**src/hdl/ptmt_pkg.sv**
```systemverilog
// Shared types and constants of the packet target match table.
package ptmt_pkg;

   // Table geometry.
   localparam int TABLE_DEPTH = 16;

   // Request field widths.
   localparam int REQ_TYPE_W  = 2;
   localparam int ENTRY_IDX_W = 4;
   localparam int HOST_W      = 32;
   localparam int PORT_W      = 16;

   // Request type codes.
   localparam logic [REQ_TYPE_W-1:0] REQ_WRITE = 2'd0;
   localparam logic [REQ_TYPE_W-1:0] REQ_PORT  = 2'd1;
   localparam int unsigned REQ_SRCIP_CODE = 2;
   localparam logic [REQ_TYPE_W-1:0] REQ_SRCIP = REQ_TYPE_W'(REQ_SRCIP_CODE);
   localparam logic [REQ_TYPE_W-1:0] REQ_NAT   = 2'd3;

   // Queue depths.
   localparam int FRONT_DEPTH = 4;
   localparam int RSP_DEPTH   = 2;

   // Classified command handed from the front queue to the table.
   // For a write, host and ports are the entry data; for a lookup they are the
   // search key and the chk_* bits select which of them take part.
   typedef struct packed {
      logic                   is_write;
      logic [ENTRY_IDX_W-1:0] idx;
      logic                   wr_valid;
      logic [HOST_W-1:0]      host;
      logic [PORT_W-1:0]      dport;
      logic [PORT_W-1:0]      sport;
      logic                   chk_host;
      logic                   chk_dport;
      logic                   chk_sport;
   } ptmt_cmd_type;

endpackage

```
**src/hdl/packet_target_match_table_top.sv**
```systemverilog
// Top level of the packet target match table.
//
// Exact-match packet classifier over a table of TABLE_DEPTH target entries,
// each a valid bit, a 32-bit host address and 16-bit destination and source
// ports. A write request (type 0) loads or clears the slot named by
// req_entry_index and returns a result of 0; writes to a slot index beyond
// the table are dropped. A lookup returns 1 when any valid slot fits: port
// mode (1) compares the destination port, source ip mode (2) compares the
// packet source address with the slot host, nat mode (3) needs destination
// address, destination port and source port all equal. Every request yields
// exactly one result, in request order. The table is empty after reset with
// no clearing pass. Requests enter a four-deep queue (push/full) where they
// are classified into table commands; the table stage then compares all
// slots in parallel, one command per cycle while the result queue has room,
// and registers the per-slot hit vector, which is OR-reduced into a two-deep
// result queue (empty/pop). Sustained rate is one request per cycle while
// results are popped, set by the single table compare stage; a result is
// held in the front queue, the hit register and the result queue in turn
// before it appears on the result ports. A lookup sees every write accepted before it.
module packet_target_match_table_top
   import ptmt_pkg::*;
(
   input  logic                   clock,
   input  logic                   reset,
   // request channel
   input  logic                   push,
   output logic                   full,
   input  logic [REQ_TYPE_W-1:0]  req_type,
   input  logic [ENTRY_IDX_W-1:0] req_entry_index,
   input  logic                   req_entry_valid,
   input  logic [HOST_W-1:0]      req_target_host,
   input  logic [PORT_W-1:0]      req_target_dst_port,
   input  logic [PORT_W-1:0]      req_target_src_port,
   input  logic [HOST_W-1:0]      req_pkt_src_ip,
   input  logic [HOST_W-1:0]      req_pkt_dst_ip,
   input  logic [PORT_W-1:0]      req_pkt_dst_port,
   input  logic [PORT_W-1:0]      req_pkt_src_port,
   // result channel
   output logic                   empty,
   input  logic                   pop,
   output logic                   rsp_match
);

   ptmt_cmd_type cmd;
   logic         cmd_avail;
   logic         cmd_take;
   logic         res_valid;
   logic         res_match;
   logic         res_ready;

   // Classify and buffer requests.
   ptmt_front u_front (
      .clock               (clock),
      .reset               (reset),
      .push                (push),
      .full                (full),
      .req_type            (req_type),
      .req_entry_index     (req_entry_index),
      .req_entry_valid     (req_entry_valid),
      .req_target_host     (req_target_host),
      .req_target_dst_port (req_target_dst_port),
      .req_target_src_port (req_target_src_port),
      .req_pkt_src_ip      (req_pkt_src_ip),
      .req_pkt_dst_ip      (req_pkt_dst_ip),
      .req_pkt_dst_port    (req_pkt_dst_port),
      .req_pkt_src_port    (req_pkt_src_port),
      .cmd                 (cmd),
      .cmd_avail           (cmd_avail),
      .cmd_take            (cmd_take)
   );

   // Update or search the table, one command per cycle while the result queue has room.
   ptmt_back u_back (
      .clock     (clock),
      .reset     (reset),
      .cmd       (cmd),
      .cmd_avail (cmd_avail),
      .cmd_take  (cmd_take),
      .res_valid (res_valid),
      .res_match (res_match),
      .res_ready (res_ready)
   );

   // Hold results until popped.
   ptmt_rsp_queue u_rsp_queue (
      .clock     (clock),
      .reset     (reset),
      .res_valid (res_valid),
      .res_match (res_match),
      .res_ready (res_ready),
      .empty     (empty),
      .rsp_match (rsp_match),
      .pop       (pop)
   );

`ifndef SYNTHESIS
   a_reset_empty: assert property (@(posedge clock)
      reset |=> (empty && !full))
      else $error("queues not cleared by reset");
`endif

endmodule

```
**src/hdl/ptmt_front.sv**
```systemverilog
// Front end: classifies incoming requests and queues them as table commands.
module ptmt_front
   import ptmt_pkg::*;
(
   input  logic                   clock,
   input  logic                   reset,
   input  logic                   push,
   output logic                   full,
   input  logic [REQ_TYPE_W-1:0]  req_type,
   input  logic [ENTRY_IDX_W-1:0] req_entry_index,
   input  logic                   req_entry_valid,
   input  logic [HOST_W-1:0]      req_target_host,
   input  logic [PORT_W-1:0]      req_target_dst_port,
   input  logic [PORT_W-1:0]      req_target_src_port,
   input  logic [HOST_W-1:0]      req_pkt_src_ip,
   input  logic [HOST_W-1:0]      req_pkt_dst_ip,
   input  logic [PORT_W-1:0]      req_pkt_dst_port,
   input  logic [PORT_W-1:0]      req_pkt_src_port,
   output ptmt_cmd_type           cmd,
   output logic                   cmd_avail,
   input  logic                   cmd_take
);

   localparam int FQ_PTR_W = (FRONT_DEPTH > 1) ? $clog2(FRONT_DEPTH) : 1;
   localparam int FQ_CNT_W = $clog2(FRONT_DEPTH + 1);

   ptmt_cmd_type          mem_ff [FRONT_DEPTH];
   logic [FQ_PTR_W-1:0]   wr_ptr_ff, wr_ptr_in;
   logic [FQ_PTR_W-1:0]   rd_ptr_ff, rd_ptr_in;
   logic [FQ_CNT_W-1:0]   count_ff, count_in;
   ptmt_cmd_type          cmd_new;
   logic                  push_acc;
   logic                  pop_acc;

   // Classify: a lookup carries its key and the mask of fields it compares.
   always_comb begin
      cmd_new              = '0;
      cmd_new.idx          = req_entry_index;
      cmd_new.wr_valid     = req_entry_valid;
      cmd_new.dport        = req_pkt_dst_port;
      cmd_new.sport        = req_pkt_src_port;
      unique case (req_type)
         REQ_WRITE: begin
            cmd_new.is_write = 1'b1;
            cmd_new.host     = req_target_host;
            cmd_new.dport    = req_target_dst_port;
            cmd_new.sport    = req_target_src_port;
         end
         REQ_PORT: begin
            cmd_new.chk_dport = 1'b1;
         end
         REQ_SRCIP: begin
            cmd_new.host     = req_pkt_src_ip;
            cmd_new.chk_host = 1'b1;
         end
         REQ_NAT: begin
            cmd_new.host      = req_pkt_dst_ip;
            cmd_new.chk_host  = 1'b1;
            cmd_new.chk_dport = 1'b1;
            cmd_new.chk_sport = 1'b1;
         end
      endcase
   end

   assign full      = (count_ff == FQ_CNT_W'(FRONT_DEPTH));
   assign cmd_avail = (count_ff != '0);
   assign push_acc  = push & ~full;
   assign pop_acc   = cmd_take & cmd_avail;
   assign cmd       = mem_ff[rd_ptr_ff];

   always_comb begin
      wr_ptr_in = wr_ptr_ff;
      rd_ptr_in = rd_ptr_ff;
      if (push_acc) begin
         wr_ptr_in = (wr_ptr_ff == FQ_PTR_W'(FRONT_DEPTH - 1)) ? '0 : wr_ptr_ff + 1'b1;
      end
      if (pop_acc) begin
         rd_ptr_in = (rd_ptr_ff == FQ_PTR_W'(FRONT_DEPTH - 1)) ? '0 : rd_ptr_ff + 1'b1;
      end
      count_in = count_ff + FQ_CNT_W'(push_acc) - FQ_CNT_W'(pop_acc);
   end

   always_ff @(posedge clock) begin
      if (reset) begin
         wr_ptr_ff <= '0;
         rd_ptr_ff <= '0;
         count_ff  <= '0;
      end else begin
         wr_ptr_ff <= wr_ptr_in;
         rd_ptr_ff <= rd_ptr_in;
         count_ff  <= count_in;
      end
   end

   always_ff @(posedge clock) begin
      if (push_acc) begin
         mem_ff[wr_ptr_ff] <= cmd_new;
      end
   end

`ifndef SYNTHESIS
   // An accepted request with nothing leaving must leave a command waiting.
   a_push_not_lost: assert property (@(posedge clock) disable iff (reset)
      (push_acc && !pop_acc) |=> cmd_avail)
      else $error("front queue lost an accepted request");
`endif

endmodule

```
**src/hdl/ptmt_back.sv**
```systemverilog
// Back end: target table storage, per-slot compare and match reduction.
module ptmt_back
   import ptmt_pkg::*;
(
   input  logic         clock,
   input  logic         reset,
   input  ptmt_cmd_type cmd,
   input  logic         cmd_avail,
   output logic         cmd_take,
   output logic         res_valid,
   output logic         res_match,
   input  logic         res_ready
);

   logic                   slot_valid_ff [TABLE_DEPTH];
   logic [HOST_W-1:0]      slot_host_ff  [TABLE_DEPTH];
   logic [PORT_W-1:0]      slot_dport_ff [TABLE_DEPTH];
   logic [PORT_W-1:0]      slot_sport_ff [TABLE_DEPTH];
   logic [TABLE_DEPTH-1:0] hit_ff, hit_in;
   logic                   hv_ff, hv_in;
   logic                   load;
   logic                   wr_en;

   // Take a command when the hit register is free or drains this cycle.
   assign load     = cmd_avail & (~hv_ff | res_ready);
   assign cmd_take = load;
   assign wr_en    = load & cmd.is_write;

   // One comparator lane per slot; a write reports no hit.
   always_comb begin
      for (int s = 0; s < TABLE_DEPTH; s++) begin
         hit_in[s] = slot_valid_ff[s] & ~cmd.is_write
                   & (~cmd.chk_host  | (cmd.host  == slot_host_ff[s]))
                   & (~cmd.chk_dport | (cmd.dport == slot_dport_ff[s]))
                   & (~cmd.chk_sport | (cmd.sport == slot_sport_ff[s]));
      end
      hv_in = load | (hv_ff & ~res_ready);
   end

   assign res_valid = hv_ff;
   assign res_match = |hit_ff;

   always_ff @(posedge clock) begin
      if (reset) begin
         hv_ff <= 1'b0;
         for (int s = 0; s < TABLE_DEPTH; s++) begin
            slot_valid_ff[s] <= 1'b0;
         end
      end else begin
         hv_ff <= hv_in;
         for (int s = 0; s < TABLE_DEPTH; s++) begin
            if (wr_en && (32'(cmd.idx) == s)) begin
               slot_valid_ff[s] <= cmd.wr_valid;
            end
         end
      end
   end

   // Slot data and hits carry no reset; writes beyond the table match no slot.
   always_ff @(posedge clock) begin
      if (load) begin
         hit_ff <= hit_in;
      end
      for (int s = 0; s < TABLE_DEPTH; s++) begin
         if (wr_en && (32'(cmd.idx) == s)) begin
            slot_host_ff[s]  <= cmd.host;
            slot_dport_ff[s] <= cmd.dport;
            slot_sport_ff[s] <= cmd.sport;
         end
      end
   end

`ifndef SYNTHESIS
   a_write_no_match: assert property (@(posedge clock) disable iff (reset)
      (load && cmd.is_write) |=> (hv_ff && (hit_ff == '0)))
      else $error("write request produced a hit");
   a_hold_on_stall: assert property (@(posedge clock) disable iff (reset)
      (hv_ff && !res_ready) |=> (hv_ff && $stable(hit_ff)))
      else $error("stalled result changed");
`endif

endmodule

```
**src/hdl/ptmt_rsp_queue.sv**
```systemverilog
// Result queue holding match bits until the consumer pops them.
module ptmt_rsp_queue
   import ptmt_pkg::*;
(
   input  logic clock,
   input  logic reset,
   input  logic res_valid,
   input  logic res_match,
   output logic res_ready,
   output logic empty,
   output logic rsp_match,
   input  logic pop
);

   localparam int RQ_PTR_W = (RSP_DEPTH > 1) ? $clog2(RSP_DEPTH) : 1;
   localparam int RQ_CNT_W = $clog2(RSP_DEPTH + 1);

   logic                mem_ff [RSP_DEPTH];
   logic [RQ_PTR_W-1:0] wr_ptr_ff, wr_ptr_in;
   logic [RQ_PTR_W-1:0] rd_ptr_ff, rd_ptr_in;
   logic [RQ_CNT_W-1:0] count_ff, count_in;
   logic                push_acc;
   logic                pop_acc;

   assign res_ready = (count_ff != RQ_CNT_W'(RSP_DEPTH));
   assign empty     = (count_ff == '0);
   assign push_acc  = res_valid & res_ready;
   assign pop_acc   = pop & ~empty;
   assign rsp_match = mem_ff[rd_ptr_ff];

   always_comb begin
      wr_ptr_in = wr_ptr_ff;
      rd_ptr_in = rd_ptr_ff;
      if (push_acc) begin
         wr_ptr_in = (wr_ptr_ff == RQ_PTR_W'(RSP_DEPTH - 1)) ? '0 : wr_ptr_ff + 1'b1;
      end
      if (pop_acc) begin
         rd_ptr_in = (rd_ptr_ff == RQ_PTR_W'(RSP_DEPTH - 1)) ? '0 : rd_ptr_ff + 1'b1;
      end
      count_in = count_ff + RQ_CNT_W'(push_acc) - RQ_CNT_W'(pop_acc);
   end

   always_ff @(posedge clock) begin
      if (reset) begin
         wr_ptr_ff <= '0;
         rd_ptr_ff <= '0;
         count_ff  <= '0;
      end else begin
         wr_ptr_ff <= wr_ptr_in;
         rd_ptr_ff <= rd_ptr_in;
         count_ff  <= count_in;
      end
   end

   always_ff @(posedge clock) begin
      if (push_acc) begin
         mem_ff[wr_ptr_ff] <= res_match;
      end
   end

endmodule
```
**config.mk**
```make
export PLATFORM = sky130hd
export DESIGN_NAME = packet_target_match_table_top
export DESIGN_NICKNAME = d
export VERILOG_FILES = /design/src/hdl/ptmt_pkg.sv /design/src/hdl/packet_target_match_table_top.sv /design/src/hdl/ptmt_front.sv /design/src/hdl/ptmt_back.sv /design/src/hdl/ptmt_rsp_queue.sv
export SDC_FILE = /design/constraint.sdc
export NUM_CORES = 2
export LEC_CHECK = 0
export ABC_CLOCK_PERIOD_IN_PS = 5600
export BUFFER_PORTS_ARGS = -buffer_cell sky130_fd_sc_hd__buf_4
export CAP_MARGIN = 20
export CORE_MARGIN = 3
export CORE_UTILIZATION = 50
export CTS_BUF_LIST = sky130_fd_sc_hd__clkbuf_4 sky130_fd_sc_hd__clkbuf_8
export DETAILED_ROUTE_END_ITERATION = 16
export HOLD_SLACK_MARGIN = 0.15
export PLACE_DENSITY = 0.69
export SYNTH_ARGS = -nofsm -noshare
export SYNTH_HDL_FRONTEND = slang
export SYNTH_SLANG_ARGS = --single-unit
```
**constraint.sdc**
```tcl
create_clock -name clock -period 5.6 [get_ports clock]
set_clock_uncertainty 0.2 [all_clocks]
set_input_delay 1.12 -clock clock [delete_from_list [all_inputs] [get_ports clock]]
set_output_delay 1.12 -clock clock [all_outputs]
set_load 0.02 [all_outputs]
```
Word-level counts from Yosys, hierarchy flattened
Memory sizes are Yosys's and may differ from the RTL's. A register that Yosys moved wholly into a read port is not among the register bits.
Index checks and enable logic that the tools add are counted.
{"block": "word_totals", "ram_bits": 1334, "inputBits": 171, "mem_count": 6, "regBits": 28, "word_cells": 540}
{"name": "u_back.slot_host_ff", "words": 16, "width": 32, "read_ports": 16, "rd_ports_with_merged_regs": 0, "write_ports": 1, "line": "ptmt_back.sv:16", "source": "logic [HOST_W-1:0] slot_host_ff [TABLE_DEPTH];"}
{"name": "u_front.mem_ff", "words": 4, "width": 73, "read_ports": 1, "rd_ports_with_merged_regs": 1, "write_ports": 1, "line": "ptmt_front.sv:27", "source": "ptmt_cmd_type mem_ff [FRONT_DEPTH];"}
{"name": "u_back.slot_dport_ff", "words": 16, "width": 16, "read_ports": 16, "rd_ports_with_merged_regs": 0, "write_ports": 1, "line": "ptmt_back.sv:17", "source": "logic [PORT_W-1:0] slot_dport_ff [TABLE_DEPTH];"}
{"name": "u_back.slot_sport_ff", "words": 16, "width": 16, "read_ports": 16, "rd_ports_with_merged_regs": 0, "write_ports": 1, "line": "ptmt_back.sv:18", "source": "logic [PORT_W-1:0] slot_sport_ff [TABLE_DEPTH];"}
{"name": "u_back.slot_valid_ff", "words": 16, "width": 1, "read_ports": 16, "rd_ports_with_merged_regs": 0, "write_ports": 16, "line": "ptmt_back.sv:15", "source": "logic slot_valid_ff [TABLE_DEPTH];"}
{"name": "u_rsp_queue.mem_ff", "words": 2, "width": 1, "read_ports": 1, "rd_ports_with_merged_regs": 1, "write_ports": 1, "line": "ptmt_rsp_queue.sv:18", "source": "logic mem_ff [RSP_DEPTH];"}
{"block": "op_classes", "add_sub_neg": 8, "mux": 235, "eq_ne": 70, "bitwise_logic": 145, "n_reduce_logical": 68}
{"operator": "$eq 16x16->1", "n": 32}
{"operator": "$eq 32x32->1", "n": 16}
{"operator": "$mux 32", "n": 16}
{"operator": "$reduce_or 16->1", "n": 31}
{"operator": "$mux 16", "n": 30}
{"operator": "$reduce_or 32->1", "n": 15}
{"operator": "$mux 4", "n": 45}
{"operator": "$mux 1", "n": 139}
{"operator": "$pmux 32 s3", "n": 1}
{"operator": "$and 1x1->1", "n": 71}
{"operator": "$or 1x1->1", "n": 66}
{"operator": "$eq 4x4->1 const B", "n": 8}
{"operator": "$eq 4x3->1 const B", "n": 4}
{"operator": "$logic_and 1x1->1", "n": 16}
{"operator": "$eq 2x2->1 const B", "n": 4}
{"operator": "$eq 4x2->1 const B", "n": 2}
{"operator": "$mux 2", "n": 4}
{"operator": "$not 1->1", "n": 8}
{"operator": "$add 2x1->2 const B", "n": 2}
{"operator": "$eq 4x1->1 const B", "n": 1}
{"operator": "$logic_not 2->1", "n": 2}
{"operator": "$logic_not 4->1", "n": 1}
{"operator": "$reduce_or 2->1", "n": 2}
{"operator": "$add 3x1->3", "n": 1}
{"operator": "other kinds (8)", "n": 9}

Logic depth before layout (Yosys ltp)
{"block": "depth", "word_depth": 23, "depth_mapped": 11}

Modules after synthesis
Synthesis repeated with hierarchy kept, for this count alone.
{"block": "hier_totals", "hier_cells": 3231, "hier_area_um2": 57308.7}
{"mod": "ptmt_back", "instances": 1, "area_per_inst_um2": 44895.6, "cells_per_inst": 2657, "seq_area_each_um2": 31730.4}
{"mod": "ptmt_front", "instances": 1, "area_per_inst_um2": 12097.9, "cells_per_inst": 546, "seq_area_each_um2": 8948.6}
{"mod": "ptmt_rsp_queue", "instances": 1, "area_per_inst_um2": 315.3, "cells_per_inst": 28, "seq_area_each_um2": 160.2}

Worst setup path before layout
Ideal clock, no wire load.
{"block": "synth_timing", "kind": "register to register", "startpoint": "register u_rsp_queue.count_ff[0]", "endpoint": "memory u_back.slot_valid_ff[2][0] (netlist: u_back.slot_valid_ff[0][2]), enable pin", "setup_time_ns": 0.304, "path_buffers": 1, "synth_period_minus_slack_ns": 5.616, "path_stages_with_launch": 8, "arrival_ns": 5.113, "path_slack_ns": -0.016, "path_cell_list": "dfxtp_1 > nand3b_1 > nor2b_1 > nor3b_1 > nand2b_1 > clkbuf_1 > nor2_1 > or2_2"}
{"item": "start, declared", "line": "ptmt_rsp_queue.sv:21", "source": "logic [RQ_CNT_W-1:0] count_ff, count_in;"}
{"item": "start signal, assigned", "line": "ptmt_rsp_queue.sv:51", "source": "count_ff <= count_in;"}
{"item": "end, declared", "line": "ptmt_back.sv:15"}

==> flow_summary_export.csv <==
group,metric,value,unit
floorplanning,die_area,119000,um2
setup_path,crit_family,"simple AND/OR/NAND/NOR gates",
job,cap_viol_max_count,0,
pwr,peakVddDrop,0.284,mV
timing,drv_slew,0,
setup_path,crit_end,"u_back.hit_ff[15]",
synthesis,synth_cell_type_count,40,
setup_path,cp-start-kind,"flop",
drt,drt-total-wl,124000,um
synthesis,synth-simple-area-share,0.0488,
clock_network,clock_latency,0.85,ns
synthesis,ys_ff_latch,1365,
synthesis,synth_edf_count,1350,
clock_network,ctsHoldBuffers,0,
timing,tightestPinTransition,1.00,ns
setup_path,slowest_stage,"mux4_2",
global_routing,antenna_found_initial,5,
synthesis,syn_avg_cell_area,17.4,um2
setup_path,required,6.10,ns
synthesis,yosys-top-cells-area,"edfxtp_1 71%, xnor2_1 15%, nand4_1 2.8%, mux4_2 2.7%, buf_6 1.5%",
global_routing,grt_pass1_wl,186000,um
finish,fill_cells,8761,
drt,drc,0,
setup_path,r2r_setup_slack,1.39,ns
finish,syn_to_final_growth,12.2,%
pwr,clkPwrFrac,0.227,
pwr,swShare,0.351,
floorplanning,std_cell_rows,123,
global_routing,grt_max_degree,66,
pwr,switchingPower,12.3,mW
clock_network,clk_pin_slew_worst_paths,0.07,ns
synthesis,synthAdderAreaFrac,0.00232,
floorplanning,die_y,344,um
synthesis,synth.yosys.seq_area_share,0.714,
setup_path,cp_data_arrival_time,4.70,ns
placed_design,post-dp-hpwl,77100,um
setup_path,max_stage_delay,0.91,ns
pwr,power.leakage,19.6,nW
placed_design,numPortBuffers,173,
pwr,p_comb_frac,0.368,
timing,setup_viol,0,
synthesis,synth_nets,3464,
synthesis,ys.flop_type,"edfxtp_1",
synthesis,yosys.area.top_type_share,0.708,
finish,mostFrequentLayoutCells,"1,350 x edfxtp_1, 1,012 x xnor2_1, 302 x buf_4, 257 x nand4_1, 211 x clkbuf_8",
synthesis,muxShareOfSynthArea,0.0416,
timing,slew_headroom,0.327,
floorplanning,fp.coreArea,113000,um2
global_routing,grt_overflow,0,
finish,register_area,40800,um2
pwr,seq_power_share,0.405,
drt,drt_iter0_drc,2650,
setup_path,cp_cell_sequence,"buf_12 -> mux4_2 -> buf_4 -> xnor2_1 -> nand4_1 -> nor4_1 -> a21oi_1 -> nor3_2",
drt,drt_pass1_iterations,5,
timing,period_share,0.751,
setup_path,path_buf_inv,2,
clock_network,numCtsBuffers,203,
timing,finalHoldViolations,0,
clock_network,postCtsResizedCells,0,
setup_path,cp.depth,8,
synthesis,synth_compound_area_frac,0.00687,
clock_network,htree_levels,4,
finish,mostFrequentLayoutCell,"edfxtp_1",
drt,vias,28900,
floorplanning,die_x,344,um
setup_path,worstPathMaxFanout,36,
clock_network,cts_tree,"yes",
clock_network,ctsRootBufferMaster,"clkbuf_8",
clock_network,clk_path_buf_depth,3,
pwr,intPower,22.8,mW
clock_network,cts.sinks,1365,
drt,ant_nets,0,
synthesis,ys_warn_count,0,
synthesis,synth_top_family_by_area,"XOR/XNOR gates",
setup_path,end_kind,"flop",
drt,avgViaCountPerCell,5.48,
synthesis,synth_xor_xnor_area_share,0.160,
placed_design,dp_worst_setup_slack,1.35,ns
finish,nets,3805,
setup_path,critPathKind,"reg2reg",
floorplanning,ioPinCount,174,
setup_path,reg2reg_to,"u_back.hit_ff[15]",
setup_path,r2r_cells,8,
synthesis,syn_area,57200,um2
synthesis,synthArstFlopShare,0,
global_routing,grt_pass1_vias,29100,
timing,period_minus_slack,4.21,ns
finish,drive_gt1_frac,0.212,
floorplanning,start_util,0.507,
placed_design,place_congestion,0.782,
finish,multi_input_area,15000,um2
timing,fmax,238,MHz
drt,routedWlPerCell,23.5,um
outcome,status,"complete, no violations",
global_routing,track_usage,0.211,
timing,worst_slack,1.39,ns
hold_path,hold_path.class,"in2reg",
pwr,p_per_area,547,nW/um2
finish,final_util,0.568,
synthesis,synth_top_area_cell,"edfxtp_1",
clock_network,postCtsSetupBuffers,0,
timing,rsz0062_at_grt,"no",
synthesis,synth_cells,3283,
==> sequential cells by signal (all words and copies together) (netlist names), named ones only <==
register and cells:
u_back.slot_sport_ff 256, u_rsp_queue.rd_ptr_ff 1, u_front.wr_ptr_ff 2, u_back.hit_ff 16, u_rsp_queue.count_ff 2, u_front.mem_ff 292, u_front.rd_ptr_ff 2, u_rsp_queue.wr_ptr_ff 1
u_front.count_ff 3, u_back.slot_host_ff 512, u_back.res_valid 1, u_back.slot_dport_ff 256, u_rsp_queue.mem_ff 2, u_back.slot_valid_ff 16
==> synth_stat cells (9+ instances only) <==
cell type and instances:
edfxtp_1 1350, or2_2 13, nand2_1 54, buf_2 37, mux2_2 37, o21ai_0 32, nor4_1 67, nor2_1 32
dfxtp_1 15, buf_6 76, a21oi_1 17, inv_1 12, nand4_1 257, ha_1 9, o22ai_1 14, nor3_1 11
mux4_2 69, xnor2_2 16, xnor2_1 1012, mux2i_1 41, nor3_2 15, clkbuf_1 28, buf_4 21
==> area by class of cell <==
| cell class | count | area share |
|---|---|---|
| inverters | 12 | 0.000702 |
| clock inverters | 87 | 0.00982 |
| well taps | 1500 | 0.0292 |
| diodes | 3 | 0.000117 |
| repair buffers | 311 | 0.0379 |
| flip-flops and latches | 1365 | 0.636 |
| clock buffers | 274 | 0.0526 |
| multi-input cells | 1731 | 0.233 |
==> per-stage QoR <==
stage | instances | hold slack, ns | instance area, um2 | total power, mW | setup TNS [ns]
2_1_floorplan | 3283 | 0.281 | 57200 | 23.8 | -0.0488
3_3_place_gp | 4918 | 0.298 | 60200 | 27.3 | 0
3_5_place_dp | 4919 | 0.305 | 60200 | 27.5 | 0
4_1_cts | 5280 | 0.165 | 64200 | 35.4 | 0
5_1_grt | 5282 | 0.208 | 64200 | 36.8 | 0
6_report | 5283 | 0.266 | 64200 | 35.1 | 0
==> how the worst min path moves through the flow <==
stage                     startpoint                     to  slack, ns  depth (start not counted)
2_1_floorplan  u_rsp_queue.rd_ptr_ff                   flop       0.28                          2
3_3_place_gp   u_rsp_queue.rd_ptr_ff                   flop       0.30                          2
3_5_place_dp   u_rsp_queue.rd_ptr_ff                   flop       0.31                          2
4_1_cts           req_entry_index[1]  u_front.mem_ff[1][69]       0.16                          1
5_1_grt           req_entry_index[0]  u_front.mem_ff[2][68]       0.21                          1
6_report          req_entry_index[1]  u_front.mem_ff[1][69]       0.27                          1
==> cells by family after synthesis <==
logic type               count (synthesis)
flip-flops                            1365
XOR/XNOR                              1030
AND/OR/NAND/NOR                        472
buffers and inverters                  187
multiplexers                           147
AO/OA/AOI/OAI                           72
adder cells (fa/ha/maj)                 10
==> power by group through the flow <==
stage / registers [mW] / logic (mW) / clock network, mW
2_1_floorplan: 14.3 / 9.51 / 0
3_3_place_gp: 14.4 / 12.9 / 0
3_5_place_dp: 14.4 / 13.0 / 0
4_1_cts: 14.2 / 13.1 / 8.15
5_1_grt: 14.3 / 13.9 / 8.57
6_report: 14.2 / 12.9 / 7.99
==> layer usage <==
layer,GRT usage,share of wire,vias up
met5,0,0.00010,-
met4,0.0590,0.020,2
met3,0.0407,0.068,178
met2,0.317,0.45,1037
met1,0.316,0.46,14800
li1,-,-,13000
Note: power is estimated with default switching activity, not from simulation.
